$ cat src/rtl/core/multiframe_reassembly_slots_top_assert.svh
// ----------------------------------------------------------------------------
// Reassembly slot manager assertion macros
// Concurrent assertion wrappers shared by the RTL; empty in synthesis builds.
// ----------------------------------------------------------------------------
`ifndef MULTIFRAME_REASSEMBLY_SLOTS_TOP_ASSERT_SVH
`define MULTIFRAME_REASSEMBLY_SLOTS_TOP_ASSERT_SVH
`ifndef SYNTHESIS
// same-cycle implication
`define MFRS_ASSERT_IMP(label, clk, rst_n, cond, prop) \
    label: assert property (@(posedge clk) disable iff (!rst_n) (cond) |-> (prop)) \
        else $error("mfrs assertion failed (same cycle)");
// next-cycle implication
`define MFRS_ASSERT_NXT(label, clk, rst_n, cond, prop) \
    label: assert property (@(posedge clk) disable iff (!rst_n) (cond) |=> (prop)) \
        else $error("mfrs assertion failed (next cycle)");
`else
`define MFRS_ASSERT_IMP(label, clk, rst_n, cond, prop)
`define MFRS_ASSERT_NXT(label, clk, rst_n, cond, prop)
`endif
`endif

$ cat src/rtl/core/mfrs_pkg.sv
// ----------------------------------------------------------------------------
// Reassembly slot manager package
// Sizes, codes, register map and shared types of the slot manager.
// ----------------------------------------------------------------------------
package mfrs_pkg;

    localparam int NUM_SLOTS = 8;
    localparam int TEXT_CAP  = 512;
    localparam int SLOT_W    = (NUM_SLOTS > 1) ? $clog2(NUM_SLOTS) : 1;
    localparam int OCC_W     = $clog2(NUM_SLOTS + 1);
    localparam int TEXT_W    = $clog2(TEXT_CAP);
    localparam int ADD_W     = TEXT_W + 1;

    // stream widths
    localparam int S_TDATA_W = 64;
    localparam int S_TUSER_W = 11;
    localparam int M_TDATA_W = 72;
    localparam int M_TUSER_W = 4;

    // APB
    localparam int ADDR_W = 4;
    localparam int DATA_W = 32;

    localparam logic [15:0] TOL_RESET      = 16'd250;
    localparam logic [31:0] TIMEOUT_RESET  = 32'd90000;
    localparam logic [7:0]  SUB_PLAIN_RST  = 8'd0;
    localparam logic [7:0]  SUB_COMP_RST   = 8'd1;

    typedef enum logic [1:0] {
        REG_FREQ_TOL  = 2'd0,
        REG_TIMEOUT   = 2'd1,
        REG_SUB_PLAIN = 2'd2,
        REG_SUB_COMP  = 2'd3
    } mfrs_reg_t;

    typedef struct packed {
        logic [15:0] freq_tol;
        logic [31:0] timeout;
        logic [7:0]  sub_plain;
        logic [7:0]  sub_comp;
    } mfrs_cfg_t;

    // per-slot compare results of the scan evaluator
    typedef struct packed {
        logic expire;
        logic match;
        logic older;
    } mfrs_eval_t;

    typedef enum logic [3:0] {
        ST_IDLE   = 4'b0001,
        ST_SCAN   = 4'b0010,
        ST_PICK   = 4'b0100,
        ST_FINISH = 4'b1000
    } mfrs_state_t;

    typedef enum logic [2:0] {
        MODE_PASS   = 3'd0,
        MODE_TAIL   = 3'd1,
        MODE_OPEN   = 3'd2,
        MODE_APPEND = 3'd3,
        MODE_CLOSE  = 3'd4
    } mfrs_mode_t;

    localparam logic [1:0] KIND_NONE     = 2'd0;
    localparam logic [1:0] KIND_SINGLE   = 2'd1;
    localparam logic [1:0] KIND_COMPLETE = 2'd2;
    localparam logic [1:0] KIND_PARTIAL  = 2'd3;

    localparam logic [1:0] SRC_NONE  = 2'd0;
    localparam logic [1:0] SRC_FRAME = 2'd1;
    localparam logic [1:0] SRC_SLOT  = 2'd2;

endpackage

$ cat src/rtl/core/mfrs_cfg_regs.sv
// ----------------------------------------------------------------------------
// Reassembly slot manager configuration registers
// APB register file: tolerance, timeout and the two data subtypes.
// ----------------------------------------------------------------------------
module mfrs_cfg_regs (
    input  logic                       clk,
    input  logic                       rst_n,
    input  logic                       psel,
    input  logic                       penable,
    input  logic                       pwrite,
    input  logic [mfrs_pkg::ADDR_W-1:0] paddr,
    input  logic [mfrs_pkg::DATA_W-1:0] pwdata,
    output logic [mfrs_pkg::DATA_W-1:0] prdata,
    output mfrs_pkg::mfrs_cfg_t        cfg
);

    mfrs_pkg::mfrs_cfg_t cfg_reg;
    mfrs_pkg::mfrs_reg_t reg_sel;
    logic                wr_en;

    assign reg_sel = mfrs_pkg::mfrs_reg_t'(paddr[mfrs_pkg::ADDR_W-1:2]);
    assign wr_en   = psel & penable & pwrite;
    assign cfg     = cfg_reg;

    always_ff @(posedge clk or negedge rst_n)
    begin
        if (!rst_n)
        begin
            cfg_reg.freq_tol  <= mfrs_pkg::TOL_RESET;
            cfg_reg.timeout   <= mfrs_pkg::TIMEOUT_RESET;
            cfg_reg.sub_plain <= mfrs_pkg::SUB_PLAIN_RST;
            cfg_reg.sub_comp  <= mfrs_pkg::SUB_COMP_RST;
        end
        else if (wr_en)
        begin
            unique case (reg_sel)
                mfrs_pkg::REG_FREQ_TOL:  cfg_reg.freq_tol  <= pwdata[15:0];
                mfrs_pkg::REG_TIMEOUT:   cfg_reg.timeout   <= pwdata[31:0];
                mfrs_pkg::REG_SUB_PLAIN: cfg_reg.sub_plain <= pwdata[7:0];
                mfrs_pkg::REG_SUB_COMP:  cfg_reg.sub_comp  <= pwdata[7:0];
                default:                 cfg_reg.freq_tol  <= cfg_reg.freq_tol;
            endcase
        end
    end

    always_comb
    begin
        unique case (reg_sel)
            mfrs_pkg::REG_FREQ_TOL:  prdata = {16'd0, cfg_reg.freq_tol};
            mfrs_pkg::REG_TIMEOUT:   prdata = cfg_reg.timeout;
            mfrs_pkg::REG_SUB_PLAIN: prdata = {24'd0, cfg_reg.sub_plain};
            mfrs_pkg::REG_SUB_COMP:  prdata = {24'd0, cfg_reg.sub_comp};
            default:                 prdata = '0;
        endcase
    end

endmodule

$ cat src/rtl/core/mfrs_slot_eval.sv
// ----------------------------------------------------------------------------
// Reassembly slot evaluator
// Compares one slot against the current frame: timeout, frequency match, age.
// ----------------------------------------------------------------------------
module mfrs_slot_eval (
    input  logic [31:0]          now_ms,
    input  logic [31:0]          timeout_ms,
    input  logic [15:0]          frame_freq,
    input  logic [15:0]          freq_tol,
    input  logic [15:0]          slot_freq,
    input  logic [31:0]          slot_time,
    input  logic [31:0]          best_time,
    output mfrs_pkg::mfrs_eval_t res
);

    logic [31:0] age;
    logic [15:0] diff;

    // wrapping age
    assign age  = now_ms - slot_time;
    assign diff = (frame_freq >= slot_freq) ? (frame_freq - slot_freq)
                                            : (slot_freq - frame_freq);

    assign res.expire = (age >= timeout_ms);
    assign res.match  = (diff <= freq_tol);
    assign res.older  = (slot_time < best_time);

endmodule

$ cat src/rtl/core/multiframe_reassembly_slots_top.sv
// ----------------------------------------------------------------------------
// Multi-frame reassembly slot manager
// Tracks NUM_SLOTS reassembly slots keyed by carrier frequency.
// ----------------------------------------------------------------------------
// Each frame header request yields exactly one result request. A frame whose
// subtype matches neither data subtype register passes straight through as a
// single frame: after accept it goes to the finish state, which loads its
// result, and s_tready comes back once the state returns to idle. A data frame
// goes through the scan, pick and finish states. The shared slot evaluator
// visits the NUM_SLOTS slots in turn, one slot per cycle. In that one pass it
// ages out stale slots and finds the match, the first free slot and the oldest
// slot. Then the pick state chooses the target, and the finish state updates
// it and loads the output register. The finish state waits while the previous
// result is still in the output register and not taken, so output stalls hold
// the frame there. One frame is in work at a time. s_tready is high only
// between frames, while a finished result may still wait in the output
// register. The character text is not stored here: the result says which
// slot, where to write, how many characters, and what to emit. Registers sit
// at byte addresses 0, 4, 8, 12 (tolerance, timeout, plain subtype,
// compressed subtype). They may only be written while no frame is in work.
// ----------------------------------------------------------------------------
`include "multiframe_reassembly_slots_top_assert.svh"

module multiframe_reassembly_slots_top (
    input  logic                          clk,
    input  logic                          rst_n,
    // frame header requests
    input  logic                          s_tvalid,
    output logic                          s_tready,
    // [15:0] freq_tenths, [25:16] text_length, [57:26] now_ms
    input  logic [mfrs_pkg::S_TDATA_W-1:0] s_tdata,
    // [2:0] tx_type, [10:3] subtype code
    input  logic [mfrs_pkg::S_TUSER_W-1:0] s_tuser,
    // result requests
    output logic                          m_tvalid,
    input  logic                          m_tready,
    // [2:0] slot_index, [11:3] write_offset, [20:12] write_count,
    // [29:21] emit_length, [45:30] message frames, [61:46] freq_out,
    // [62] evicted, [66:63] occupied
    output logic [mfrs_pkg::M_TDATA_W-1:0] m_tdata,
    // [1:0] kind, [3:2] text_source
    output logic [mfrs_pkg::M_TUSER_W-1:0] m_tuser,
    // configuration
    input  logic                          psel,
    input  logic                          penable,
    input  logic                          pwrite,
    input  logic [mfrs_pkg::ADDR_W-1:0]   paddr,
    input  logic [mfrs_pkg::DATA_W-1:0]   pwdata,
    output logic [mfrs_pkg::DATA_W-1:0]   prdata,
    output logic                          pready
);

    localparam logic [mfrs_pkg::SLOT_W-1:0] LAST_SLOT =
        mfrs_pkg::SLOT_W'(mfrs_pkg::NUM_SLOTS - 1);

    mfrs_pkg::mfrs_cfg_t  cfg;
    mfrs_pkg::mfrs_eval_t ev;

    // input unpack
    logic [15:0] s_freq;
    logic [9:0]  s_len;
    logic [31:0] s_now;
    logic [2:0]  s_tx;
    logic [7:0]  s_sub;
    logic        s_is_data;

    // control
    mfrs_pkg::mfrs_state_t          state_reg, state_next;
    mfrs_pkg::mfrs_mode_t           mode_reg, mode_next;
    logic [mfrs_pkg::SLOT_W-1:0]    idx_reg, idx_next;
    logic                           hit_found_reg, hit_found_next;
    logic                           free_found_reg, free_found_next;
    logic                           do_begin_reg, do_begin_next;
    logic                           evict_reg, evict_next;
    logic [mfrs_pkg::OCC_W-1:0]     occ_reg, occ_next;
    logic [mfrs_pkg::NUM_SLOTS-1:0] slot_in_use_reg, slot_in_use_next;
    logic                           m_tvalid_reg, m_tvalid_next;

    // scan results
    logic [mfrs_pkg::SLOT_W-1:0]    hit_idx_reg, hit_idx_next;
    logic [mfrs_pkg::SLOT_W-1:0]    free_idx_reg, free_idx_next;
    logic [mfrs_pkg::SLOT_W-1:0]    oldest_idx_reg, oldest_idx_next;
    logic [31:0]                    oldest_time_reg, oldest_time_next;

    // latched frame header
    logic [15:0] in_freq_reg;
    logic [9:0]  in_len_reg;
    logic [31:0] in_now_reg;
    logic        in_first_reg;
    logic        in_last_reg;

    // slot state
    logic                         slot_saw_first_reg [mfrs_pkg::NUM_SLOTS];
    logic [15:0]                  slot_freq_reg      [mfrs_pkg::NUM_SLOTS];
    logic [15:0]                  slot_frames_reg    [mfrs_pkg::NUM_SLOTS];
    logic [mfrs_pkg::TEXT_W-1:0]  slot_text_len_reg  [mfrs_pkg::NUM_SLOTS];
    logic [31:0]                  slot_last_time_reg [mfrs_pkg::NUM_SLOTS];

    // output register
    logic [mfrs_pkg::M_TDATA_W-1:0] m_tdata_reg, m_tdata_next;
    logic [mfrs_pkg::M_TUSER_W-1:0] m_tuser_reg, m_tuser_next;

    logic load_in;
    logic slot_wr;
    logic out_free;
    logic out_load;
    logic slot_live;

    // slot update arithmetic
    logic [mfrs_pkg::TEXT_W-1:0] base_len;
    logic [15:0]                 base_frames;
    logic [mfrs_pkg::ADD_W-1:0]  add_len;
    logic [mfrs_pkg::TEXT_W-1:0] room;
    logic [mfrs_pkg::TEXT_W-1:0] wr_cnt;
    logic [mfrs_pkg::TEXT_W-1:0] new_len;
    logic [15:0]                 new_frames;
    logic [mfrs_pkg::TEXT_W-1:0] direct_len;

    // result fields
    logic [1:0]  r_kind;
    logic [1:0]  r_src;
    logic [2:0]  r_slot;
    logic [8:0]  r_woff;
    logic [8:0]  r_wcnt;
    logic [8:0]  r_emit;
    logic [15:0] r_frames;
    logic [15:0] r_freq;
    logic        r_evict;

    assign s_freq = s_tdata[15:0];
    assign s_len  = s_tdata[25:16];
    assign s_now  = s_tdata[57:26];
    assign s_tx   = s_tuser[2:0];
    assign s_sub  = s_tuser[10:3];
    assign s_is_data = (s_sub == cfg.sub_plain) || (s_sub == cfg.sub_comp);

    assign s_tready = (state_reg == mfrs_pkg::ST_IDLE);
    assign m_tvalid = m_tvalid_reg;
    assign m_tdata  = m_tdata_reg;
    assign m_tuser  = m_tuser_reg;
    assign pready   = 1'b1;

    assign out_free = !m_tvalid_reg || m_tready;

    mfrs_cfg_regs u_cfg (
        .clk     (clk),
        .rst_n   (rst_n),
        .psel    (psel),
        .penable (penable),
        .pwrite  (pwrite),
        .paddr   (paddr),
        .pwdata  (pwdata),
        .prdata  (prdata),
        .cfg     (cfg)
    );

    // shared evaluator, always looking at slot idx_reg
    mfrs_slot_eval u_eval (
        .now_ms     (in_now_reg),
        .timeout_ms (cfg.timeout),
        .frame_freq (in_freq_reg),
        .freq_tol   (cfg.freq_tol),
        .slot_freq  (slot_freq_reg[idx_reg]),
        .slot_time  (slot_last_time_reg[idx_reg]),
        .best_time  (oldest_time_reg),
        .res        (ev)
    );

    // still in use after aging
    assign slot_live = slot_in_use_reg[idx_reg] && !ev.expire;

    // text bookkeeping for the target slot; a new slot starts empty
    assign base_len    = do_begin_reg ? '0 : slot_text_len_reg[idx_reg];
    assign base_frames = do_begin_reg ? '0 : slot_frames_reg[idx_reg];
    assign add_len     = (in_len_reg < mfrs_pkg::TEXT_CAP) ?
                         mfrs_pkg::ADD_W'(in_len_reg) : mfrs_pkg::ADD_W'(mfrs_pkg::TEXT_CAP);
    assign room        = mfrs_pkg::TEXT_W'(mfrs_pkg::TEXT_CAP - 1) - base_len;
    assign wr_cnt      = (add_len < mfrs_pkg::ADD_W'(room)) ?
                         mfrs_pkg::TEXT_W'(add_len) : room;
    assign new_len     = base_len + wr_cnt;
    assign new_frames  = base_frames + 16'd1;
    assign direct_len  = (in_len_reg < (mfrs_pkg::TEXT_CAP - 1)) ?
                         mfrs_pkg::TEXT_W'(in_len_reg) : mfrs_pkg::TEXT_W'(mfrs_pkg::TEXT_CAP - 1);

    // sequencer
    always_comb
    begin
        state_next       = state_reg;
        mode_next        = mode_reg;
        idx_next         = idx_reg;
        hit_found_next   = hit_found_reg;
        free_found_next  = free_found_reg;
        do_begin_next    = do_begin_reg;
        evict_next       = evict_reg;
        occ_next         = occ_reg;
        slot_in_use_next = slot_in_use_reg;
        hit_idx_next     = hit_idx_reg;
        free_idx_next    = free_idx_reg;
        oldest_idx_next  = oldest_idx_reg;
        oldest_time_next = oldest_time_reg;
        load_in          = 1'b0;
        slot_wr          = 1'b0;
        out_load         = 1'b0;

        unique case (state_reg)
            mfrs_pkg::ST_IDLE:
            begin
                if (s_tvalid)
                begin
                    load_in         = 1'b1;
                    idx_next        = '0;
                    hit_found_next  = 1'b0;
                    free_found_next = 1'b0;
                    do_begin_next   = 1'b0;
                    evict_next      = 1'b0;
                    mode_next       = mfrs_pkg::MODE_PASS;
                    state_next      = s_is_data ? mfrs_pkg::ST_SCAN : mfrs_pkg::ST_FINISH;
                end
            end

            mfrs_pkg::ST_SCAN:
            begin
                // age out, then look up / look for room
                if (slot_in_use_reg[idx_reg] && ev.expire)
                begin
                    slot_in_use_next[idx_reg] = 1'b0;
                    occ_next = occ_reg - mfrs_pkg::OCC_W'(1);
                end
                if (slot_live && ev.match && !hit_found_reg)
                begin
                    hit_found_next = 1'b1;
                    hit_idx_next   = idx_reg;
                end
                if (!slot_live && !free_found_reg)
                begin
                    free_found_next = 1'b1;
                    free_idx_next   = idx_reg;
                end
                // oldest only matters when every slot is live; ties keep lower index
                if (idx_reg == '0)
                begin
                    oldest_idx_next  = '0;
                    oldest_time_next = slot_last_time_reg[idx_reg];
                end
                else if (slot_live && ev.older)
                begin
                    oldest_idx_next  = idx_reg;
                    oldest_time_next = slot_last_time_reg[idx_reg];
                end
                if (idx_reg == LAST_SLOT)
                    state_next = mfrs_pkg::ST_PICK;
                else
                    idx_next = idx_reg + mfrs_pkg::SLOT_W'(1);
            end

            mfrs_pkg::ST_PICK:
            begin
                state_next = mfrs_pkg::ST_FINISH;
                if (in_first_reg && in_last_reg)
                    mode_next = mfrs_pkg::MODE_PASS;
                else if (in_last_reg)
                begin
                    mode_next = hit_found_reg ? mfrs_pkg::MODE_CLOSE : mfrs_pkg::MODE_TAIL;
                    idx_next  = hit_idx_reg;
                end
                else
                begin
                    mode_next = in_first_reg ? mfrs_pkg::MODE_OPEN : mfrs_pkg::MODE_APPEND;
                    // a first frame restarts even a matching slot
                    do_begin_next = in_first_reg || !hit_found_reg;
                    if (hit_found_reg)
                        idx_next = hit_idx_reg;
                    else if (free_found_reg)
                        idx_next = free_idx_reg;
                    else
                    begin
                        idx_next   = oldest_idx_reg;
                        evict_next = 1'b1;
                    end
                end
            end

            mfrs_pkg::ST_FINISH:
            begin
                if (out_free)
                begin
                    out_load   = 1'b1;
                    state_next = mfrs_pkg::ST_IDLE;
                    case (mode_reg) inside
                        mfrs_pkg::MODE_OPEN, mfrs_pkg::MODE_APPEND:
                        begin
                            slot_wr = 1'b1;
                            slot_in_use_next[idx_reg] = 1'b1;
                            if (!slot_in_use_reg[idx_reg])
                                occ_next = occ_reg + mfrs_pkg::OCC_W'(1);
                        end
                        mfrs_pkg::MODE_CLOSE:
                        begin
                            slot_in_use_next[idx_reg] = 1'b0;
                            occ_next = occ_reg - mfrs_pkg::OCC_W'(1);
                        end
                        default:
                        begin
                            slot_wr = 1'b0;
                        end
                    endcase
                end
            end

            default:
            begin
                state_next = mfrs_pkg::ST_IDLE;
            end
        endcase
    end

    // result fields
    always_comb
    begin
        r_kind   = mfrs_pkg::KIND_NONE;
        r_src    = mfrs_pkg::SRC_NONE;
        r_slot   = '0;
        r_woff   = '0;
        r_wcnt   = '0;
        r_emit   = '0;
        r_frames = '0;
        r_freq   = '0;
        r_evict  = 1'b0;
        case (mode_reg) inside
            mfrs_pkg::MODE_PASS, mfrs_pkg::MODE_TAIL:
            begin
                r_kind   = (mode_reg == mfrs_pkg::MODE_PASS) ?
                           mfrs_pkg::KIND_SINGLE : mfrs_pkg::KIND_PARTIAL;
                r_src    = mfrs_pkg::SRC_FRAME;
                r_emit   = 9'(direct_len);
                r_frames = 16'd1;
                r_freq   = in_freq_reg;
            end
            mfrs_pkg::MODE_OPEN, mfrs_pkg::MODE_APPEND:
            begin
                r_slot  = 3'(idx_reg);
                r_woff  = 9'(base_len);
                r_wcnt  = 9'(wr_cnt);
                r_evict = evict_reg;
            end
            mfrs_pkg::MODE_CLOSE:
            begin
                r_slot   = 3'(idx_reg);
                r_woff   = 9'(base_len);
                r_wcnt   = 9'(wr_cnt);
                r_kind   = slot_saw_first_reg[idx_reg] ?
                           mfrs_pkg::KIND_COMPLETE : mfrs_pkg::KIND_PARTIAL;
                r_src    = mfrs_pkg::SRC_SLOT;
                r_emit   = 9'(new_len);
                r_frames = new_frames;
                r_freq   = slot_freq_reg[idx_reg];
            end
            default:
            begin
                r_kind = mfrs_pkg::KIND_NONE;
            end
        endcase
    end

    assign m_tdata_next = {5'd0, 4'(occ_next), r_evict, r_freq, r_frames,
                           r_emit, r_wcnt, r_woff, r_slot};
    assign m_tuser_next = {r_src, r_kind};

    always_comb
    begin
        m_tvalid_next = m_tvalid_reg;
        if (out_load)
            m_tvalid_next = 1'b1;
        else if (m_tready)
            m_tvalid_next = 1'b0;
    end

    // control registers
    always_ff @(posedge clk or negedge rst_n)
    begin
        if (!rst_n)
        begin
            state_reg       <= mfrs_pkg::ST_IDLE;
            mode_reg        <= mfrs_pkg::MODE_PASS;
            idx_reg         <= '0;
            hit_found_reg   <= 1'b0;
            free_found_reg  <= 1'b0;
            do_begin_reg    <= 1'b0;
            evict_reg       <= 1'b0;
            occ_reg         <= '0;
            slot_in_use_reg <= '0;
            m_tvalid_reg    <= 1'b0;
        end
        else
        begin
            state_reg       <= state_next;
            mode_reg        <= mode_next;
            idx_reg         <= idx_next;
            hit_found_reg   <= hit_found_next;
            free_found_reg  <= free_found_next;
            do_begin_reg    <= do_begin_next;
            evict_reg       <= evict_next;
            occ_reg         <= occ_next;
            slot_in_use_reg <= slot_in_use_next;
            m_tvalid_reg    <= m_tvalid_next;
        end
    end

    // payload registers
    always_ff @(posedge clk)
    begin
        hit_idx_reg     <= hit_idx_next;
        free_idx_reg    <= free_idx_next;
        oldest_idx_reg  <= oldest_idx_next;
        oldest_time_reg <= oldest_time_next;
        if (load_in)
        begin
            in_freq_reg  <= s_freq;
            in_len_reg   <= s_len;
            in_now_reg   <= s_now;
            in_first_reg <= s_tx[0];
            in_last_reg  <= s_tx[1];
        end
        if (out_load)
        begin
            m_tdata_reg <= m_tdata_next;
            m_tuser_reg <= m_tuser_next;
        end
        if (slot_wr)
        begin
            if (do_begin_reg)
            begin
                slot_saw_first_reg[idx_reg] <= in_first_reg;
                slot_freq_reg[idx_reg]      <= in_freq_reg;
            end
            slot_text_len_reg[idx_reg]  <= new_len;
            slot_frames_reg[idx_reg]    <= new_frames;
            slot_last_time_reg[idx_reg] <= in_now_reg;
        end
    end

    // checks
    `MFRS_ASSERT_IMP(a_occ_count, clk, rst_n, 1'b1, occ_reg == $countones(slot_in_use_reg))
    `MFRS_ASSERT_NXT(a_scan_end, clk, rst_n, (state_reg == mfrs_pkg::ST_SCAN) && (idx_reg == LAST_SLOT), state_reg == mfrs_pkg::ST_PICK)
    `MFRS_ASSERT_NXT(a_finish_out, clk, rst_n, (state_reg == mfrs_pkg::ST_FINISH) && out_free, m_tvalid_reg && (state_reg == mfrs_pkg::ST_IDLE))
    `MFRS_ASSERT_NXT(a_close_frees, clk, rst_n, (state_reg == mfrs_pkg::ST_FINISH) && out_free && (mode_reg == mfrs_pkg::MODE_CLOSE), !slot_in_use_reg[$past(idx_reg)])

endmodule
$ cat config.mk
export PLATFORM = sky130hd
export DESIGN_NAME = multiframe_reassembly_slots_top
export DESIGN_NICKNAME = d
export VERILOG_FILES = /design/src/rtl/core/mfrs_pkg.sv /design/src/rtl/core/mfrs_cfg_regs.sv /design/src/rtl/core/mfrs_slot_eval.sv /design/src/rtl/core/multiframe_reassembly_slots_top.sv
export VERILOG_INCLUDE_DIRS = /design/src /design/src/rtl/core
export SDC_FILE = /design/constraint.sdc
export NUM_CORES = 1
export LEC_CHECK = 0
export ABC_AREA = 1
export BUFFER_PORTS_ARGS = -buffer_cell sky130_fd_sc_hd__buf_2
export CAP_MARGIN = 20
export CORE_MARGIN = 2
export CORE_UTILIZATION = 60
export CTS_CLUSTER_SIZE = 12
export DETAILED_ROUTE_END_ITERATION = 10
export GPL_ROUTABILITY_DRIVEN = 0
export PLACE_DENSITY = 0.79
export SLEW_MARGIN = 40
export SYNTH_ARGS = -nofsm -noshare
export SYNTH_HDL_FRONTEND = slang
export SYNTH_SLANG_ARGS = --single-unit
$ cat constraint.sdc
create_clock -name clk -period 8.1 [get_ports clk]
set_input_delay 1.62 -clock clk [delete_from_list [all_inputs] [get_ports clk]]
set_output_delay 1.62 -clock clk [all_outputs]
set_load 0.05 [all_outputs]
==> results of run 1 <==
## synth_stat cells, types with 7 or more instances
library cell,n
edfxtp_1,764
nand2_1,525
inv_1,383
nor2_1,200
ha_1,164
a21oi_1,160
o21ai_0,151
a22o_1,101
nand3_1,77
a221oi_1,76
dfrtp_1,74
nand4_1,68
clkbuf_1,35
xnor2_1,35
buf_2,34
xor2_1,32
a22oi_1,31
nor3_1,30
o22ai_1,24
inv_2,23
dfstp_2,17
buf_4,16
o21a_1,16
a211oi_1,13
buf_1,13
nand2_2,13
o2111ai_1,10
o21ai_1,9
o211ai_1,8
buf_6,7
o21ai_2,7
## per-layer routing
layer / vias to the layer above / global-route usage [%]
li1: 12000 / -
met1: 12910 / 38.60
met2: 1384 / 49.35
met3: 215 / 4.177
met4: 0 / 10.10
met5: - / 0
## worst max path at each step
stage,slack [ns],to,start,cells past startpoint
after floorplan,1.41,oldest_idx_reg[0],idx_reg[0],27
after global placement,1.16,oldest_time_reg[4],idx_reg[1],25
after detailed placement,1.25,oldest_time_reg[4],idx_reg[1],26
after CTS,1.20,oldest_time_reg[5],idx_reg[1],26
after global routing,0.72,slot_text_len_reg[5][8],idx_reg[1],28
final,1.12,oldest_time_reg[5],idx_reg[1],26
## through the flow
stage	utilization, %	area (um^2)	hold slack, ns
floorplan	-	38540	0.4530
global placement	64.14	40610	0.4665
detailed placement	64.51	40840	0.4738
CTS	68.80	43560	0.4881
global route	68.83	43570	0.5036
finish	68.83	43570	0.4871
## power by group
group          switching (mW)  leakage (nW)  total, mW  internal [mW]
sequential              0.235          8.01       6.01           5.77
clock                    1.66          1.32       3.88           2.22
combinational            6.03          7.72       8.90           2.87
total                    7.92          17.0       18.8           10.9
## area by class of cell
| cell class | instances | area (um^2) | area share [%] |
|---|---|---|---|
| Clock buffer | 127 | 2441 | 5.602 |
| Antenna cell | 2 | 5.005 | 0.01149 |
| Sequential cell | 855 | 25240 | 57.93 |
| Inverter | 411 | 1554 | 3.566 |
| Clock inverter | 22 | 275.3 | 0.6317 |
| Tap cell | 846 | 1059 | 2.429 |
| Multi-Input combinational cell | 1842 | 11320 | 25.98 |
| Timing Repair Buffer | 272 | 1680 | 3.856 |
## cell families (layout without fill, tap and decap cells)
logic type | Yosys count | in the layout | share of synthesized area, %
DFF | 855 | 855 | 65.52
other | 2 | 8 | 0.01950
buffers and inverters | 517 | 832 | 5.489
adders and majority gates | 168 | 168 | 5.535
AOI/OAI and AO/OA | 649 | 649 | 11.22
and+or+nand+nor | 950 | 950 | 10.61
xor gates and xnor gates | 69 | 69 | 1.608
## cells in the final DEF, fill, tap and decap left out, drive strengths merged, types with 4 or more instances in the layout
master / netlist / routed
a31oi: 5 / 5
inv: 409 / 411
dfstp: 17 / 17
nor2: 210 / 210
ha: 164 / 164
a21oi: 161 / 161
nand3: 84 / 84
clkbuf: 35 / 127
bufinv: 0 / 4
a21boi: 6 / 6
a221oi: 77 / 77
and2: 5 / 5
fa: 4 / 4
nor3: 30 / 30
dfrtp: 74 / 74
xor2: 33 / 33
a211oi: 14 / 14
o211ai: 8 / 8
o21ai: 167 / 167
xnor2: 36 / 36
nand2: 540 / 540
nand4: 69 / 69
buf: 71 / 272
o21a: 16 / 16
nor4: 5 / 5
conb: 2 / 6
o2111ai: 10 / 10
a21o: 6 / 6
edfxtp: 764 / 764
a22o: 101 / 101
clkinv: 2 / 17
o22ai: 24 / 24
o21bai: 4 / 4
o221ai: 6 / 6
a22oi: 32 / 32
## critical path, stage by stage, from the launching register on
cell and delay [ns]:
dfrtp_1 0.82, nor2_4 0.10, nand2_2 0.22, inv_2 0.23, a221oi_1 0.39, nand4_1 0.25
inv_1 0.11, ha_1 0.27, a21oi_1 0.16, nand2_1 0.13, a21boi_0 0.34, o21bai_1 0.22
a21oi_1 0.30, inv_1 0.09, a21o_1 0.19, a21oi_1 0.16, xnor2_1 0.18, ha_1 0.29
a21oi_1 0.15, a21boi_0 0.17, o21ai_0 0.10, a21oi_1 0.52, nand3_1 0.31, nor2_1 0.17
nand2_1 0.10, a21oi_4 0.38, buf_12 0.26
==> reports/qor.csv, run 1 <==
stage,metric,value,unit
die,Core Box Area,63310,um^2
finish,Final nets,3756,
clocking,TritonCTS clock tree,built,
routing,Iter 0 DRT Violations,3620,
die,Ports,229,
timing,fin. max-slew vios,0,
routing,"antenna viol nets, final",0,
placed_design,DP Wirelength,62310,um
global_routing,first-pass GRT wire length,147600,um
hold_path,hold path startpoint,u_cfg.cfg[31],
clocking,clock-pin slew on the worst setup and hold paths,0.06,ns
routing,DR top layer,met4,
worst_setup_path,Reg2Reg Launch Point,idx_reg[1],
timing,RSZ-0062 raised after global routing,false,
routing,DRT Pass-1 Iters,6,
worst_setup_path,crit path capture type,flip-flop,
routing,drt wl/cell,22.16,um
routing,met2 wire length,48280,um
hold_path,hold crit path type,flip-flop to flip-flop,
worst_setup_path,reg2reg end,oldest_time_reg[5],
finish,Largest register FFs,256,
global_routing,GRT Overall Usage,29.06,%
worst_setup_path,Required @ worst endpoint,8.43,ns
finish,Final Non-Filler Cells,4377,
job,max-cap violations,0,
pwr,Leakage,17.05,nW
yosys,Yosys cell types,69,
outcome,status,"finished, final reports clean",
die,Die Span Y,257.4,um
hold_path,Worst Hold Path EP,u_cfg.cfg[31],
routing,DRC errors left,0,
timing,clk_skew,0.03178,ns
placed_design,# port buffers,213,
yosys,Mapped Avg Cell Area,12.00,um^2
yosys,"Async S/R FF share, synth",10.64,%
timing,Setup-failing EPs final,0,
worst_setup_path,"Arr. time, crit path",7.31,ns
die,Die Area,66240,um^2
die,row count,92,
yosys,Synth area leaders,"edfxtp_1, ha_1, nand2_1",
yosys,yosys warns,0,
yosys,sequential share of the synthesized area,65.52,%
pwr,PD cells,431.0,nW/um^2
clocking,CTS H-tree depth,3,
finish,layout cell share with drive strength beyond 1,14.17,%
yosys,Post-synth EDFFs,764,
clocking,total CTS buffers,88,
die,Initial Util,60.84,%
yosys,"area leader, netlist",edfxtp_1,
finish,Layout area overhead,13.12,%
yosys,#FFs+latches synth,855,
timing,fin crit share,86.23,%
clocking,clock sink count,855,
clocking,CTS root buf,clkbuf_16,
timing,Fin. Hold Viols,0,
routing,drt via density,6.055,
worst_setup_path,largest fanout on the critical path,28,
yosys,post-synth design cell area,38520,um^2
pwr,Pwr Total,18.78,mW
clocking,Post-CTS Setup Inserts,0,
timing,fmax,143.2,MHz
placed_design,placed cell count,4226,
die,Die X,257.4,um
clocking,clock latency on the worst-skew pair,0.66,ns
clocking,CTS Buffer Depth,3,
routing,WL final,96990,um
worst_setup_path,Startpoint Class,flip-flop,
routing,Metal-1 WL,37580,um
global_routing,initial antenna violation count,2,
timing,crit path time final,6.985,ns
global_routing,largest net degree at the start of global routing,73,
routing,via count,26500,
yosys,Cells after Synth,3210,
yosys,Synth top area share,59.56,%
timing,setup TNS,0,ns
worst_setup_path,class of the most critical setup path,flip-flop to flip-flop,
placed_design,"worst slack, placed",1.247,ns
pwr,maximum vdd drop,0.2580,mV
finish,fillers,4307,
hold_path,Hold Path Depth,2,
routing,met3 wire length,8289,um
global_routing,total grt overflow,0,
clocking,hold_buf cts,0,
global_routing,vias in the first global route,26050,
worst_setup_path,reg2reg setup slack,1.12,ns
timing,Slew @ Worst Pin,0.8852,ns
worst_setup_path,r2r worst-path depth,26,
timing,Slew HR,40.59,%
yosys,"Top FF cell, synth",edfxtp_1,
clocking,Post-CTS Resized,0,
timing,post-route setup slack,1.115,ns
No activity file was read; power rests on OpenSTA's default activity.
==> run 2, diff against run 1 <==
- RECOVER_POWER: unset -> 25
- clock period: 8.1 -> 7.2 ns (I/O delays scaled with it)
==> run 2 against run 1 <==
Against the previous run:
- combinational power up 13%
- the run now ends with max-capacitance violations, max-slew violations left
- count of clock-buffer cells in the layout decreased by 4
- setup slack worse by 0.63 ns
- clock power increased by 10%
- largest power group unchanged
- register-to-register slack lost 0.63 ns
- sequential power is 13% higher
- design area about the same
- worst hold slack improved by 0.0050 ns
- critical endpoint is now oldest_time_reg[7]
- clock skew shrank 0.014 ns
- global-route usage increased by 0.25 points
- first-iteration DRC count down 21%
==> reports/qor.csv, run 2 (synthesis results as in run 1) <==
stage,metric,value,unit
timing,setup TNS,0,ns
worst_setup_path,slowest CP cell,dfrtp_1,
clocking,total CTS buffers,87,
die,Core Box Area,63310,um^2
global_routing,vias in the first global route,26270,
finish,"most common cell after layout, fill and taps aside",edfxtp_1,
timing,Hold Slack,0.4921,ns
clocking,clock latency on the worst-skew pair,0.64,ns
routing,WL final,97710,um
timing,Slew HR,-11.60,%
die,row count,92,
routing,Iter 0 DRT Violations,2869,
clocking,CTS Buffer Depth,3,
worst_setup_path,Required @ worst endpoint,7.52,ns
pwr,Switching Fraction,42.04,%
clocking,CTS H-tree depth,3,
global_routing,first-pass GRT wire length,148900,um
pwr,combinational share of power,47.7,%
finish,Largest register FFs,256,
placed_design,placed cell count,4234,
clocking,CTS root buf,clkbuf_16,
timing,RSZ-0062 raised after global routing,false,
worst_setup_path,class of the most critical setup path,flip-flop to flip-flop,
clocking,hold_buf cts,0,
global_routing,Most Crowded Layer GR,met2,
timing,clk_skew,0.01783,ns
finish,Diodes inserted,0,
finish,layout cell share with drive strength beyond 1,14.26,%
worst_setup_path,"Arr. time, crit path",7.03,ns
pwr,Pint,12.23,mW
placed_design,# port buffers,213,
die,Initial Util,60.84,%
timing,Slew @ Worst Pin,1.674,ns
pwr,Leakage,17.06,nW
finish,Final nets,3763,
timing,fin crit share,93.26,%
placed_design,DP Wirelength,62780,um
routing,DRC errors left,0,
timing,crit path time final,6.715,ns
outcome,status,"finished, violations left",
timing,Fin. Hold Viols,0,
hold_path,hold crit path type,flip-flop to flip-flop,
worst_setup_path,crit path capture type,flip-flop,
routing,DRT Pass-1 Iters,8,
timing,fmax,148.9,MHz
routing,via count,26670,
global_routing,largest net degree at the start of global routing,73,
pwr,maximum vdd drop,0.2879,mV
timing,Setup-failing EPs final,0,
pwr,Switch Pwr,8.872,mW
finish,Final Non-Filler Cells,4380,
outcome,failing checks,"max-capacitance violations, max-slew violations",
pwr,clock power share,20.2,%
global_routing,GRT Overall Usage,29.31,%
routing,drt via density,6.089,
global_routing,initial antenna violation count,0,
die,Die Span Y,257.4,um
clocking,clock-pin slew on the worst setup and hold paths,0.06,ns
global_routing,met3 GRT Util,4.482,%
routing,"antenna viol nets, final",0,
worst_setup_path,Startpoint Class,flip-flop,
pwr,sequential power share,32.1,%
global_routing,total grt overflow,0,
finish,Layout area overhead,13.10,%
worst_setup_path,worst stage delay on the critical path,0.64,ns
worst_setup_path,largest fanout on the critical path,28,
pwr,PD cells,484.4,nW/um^2
die,Ports,229,
timing,fin. max-slew vios,32,
finish,most frequent cells in the layout,"edfxtp_1, nand2_1, inv_1, buf_2, nor2_1",
routing,drt wl/cell,22.31,um
job,max-cap violations,1,
clocking,clock sink count,855,
clocking,TritonCTS clock tree,built,
die,Die X,257.4,um
die,Die Area,66240,um^2
global_routing,GR Util met1,38.44,%
global_routing,met2 global-route usage,49.27,%
[run 2: cell types whose count changed in the layout (fill, tap and decap cells not counted), sizes merged]
cell      before  now
clkbuf       127  124
clkinv        17   20
diode          2    0
buf          272  279
bufinv         4    3
clkinvlp       1    0
[run 2: path summary, 6_finish.rpt]
path                                    start            endpoint  slack, ns  cells after the start
worst max-delay path               idx_reg[2]  oldest_time_reg[7]       0.49                     26
worst min-delay path            u_cfg.cfg[22]       u_cfg.cfg[22]       0.49                      2
worst max register to register     idx_reg[2]  oldest_time_reg[7]       0.49                     26
worst min register to register  u_cfg.cfg[22]       u_cfg.cfg[22]       0.49                      2
max in group asynchronous               rst_n          idx_reg[1]       4.56                      2
min in group asynchronous               rst_n       u_cfg.cfg[47]       1.24                      1
[run 2: cell type report]
class | count | area, um^2
inverter | 411 | 1551
multi-input combinational | 1842 | 11320
fill | 4246 | 19740
sequential | 855 | 25240
tap | 846 | 1059
clock inverter | 23 | 240.2
clock buffer | 123 | 2415
timing repair buffer | 280 | 1742
[run 2: timing repair]
action / 4_1_cts / 5_1_grt
setup endpoints to repair: 0 / 9
gates resized for setup: 0 / 1
setup buffers: 0 / 0
hold endpoints to repair: 0 / 0
[run 2: metal layers]
layer	routed length, um	part of all wire (%)	vias to the layer above
met1	37720	39	13000
met3	8772	9.0	228
met5	0	0	-
met4	3573	3.7	0
met2	47650	49	1440
li1	-	-	12000
[run 2: worst max-delay path: cells and delay by family (launching register included)]
kind / cells / cell delay (ns)
AOI/OAI and AO/OA: 9 / 2.05
buffers and inverters: 6 / 1.47
and+or+nand+nor: 8 / 1.27
adders and majority gates: 2 / 0.69
DFF: 1 / 0.64
xor gates and xnor gates: 1 / 0.26
[run 2: power by group through the flow]
| stage | Sequential, mW | Clock (mW) | Combinational [mW] |
|---|---|---|---|
| 5_1_grt | 6.81 | 4.49 | 11.1 |
| 3_3_place_gp | 6.86 | 0 | 9.48 |
| 3_5_place_dp | 6.86 | 0 | 9.77 |
| 4_1_cts | 6.77 | 4.32 | 9.90 |
| 6_report | 6.77 | 4.27 | 10.1 |
| 2_1_floorplan | 6.94 | 0 | 6.88 |
[run 2: per-stage QoR]
| stage | power (mW) | setup slack (ns) | utilization (%) | area, um^2 |
|---|---|---|---|---|
| global placement | 16.34 | 0.7407 | 64.38 | 40760 |
| finish | 21.10 | 0.4852 | 68.82 | 43570 |
| detailed placement | 16.64 | 0.6063 | 64.61 | 40910 |
| CTS | 20.99 | 0.5540 | 68.81 | 43560 |
| floorplan | 13.81 | 0.5125 | - | 38540 |
| global route | 22.42 | 0.1610 | 68.82 | 43570 |
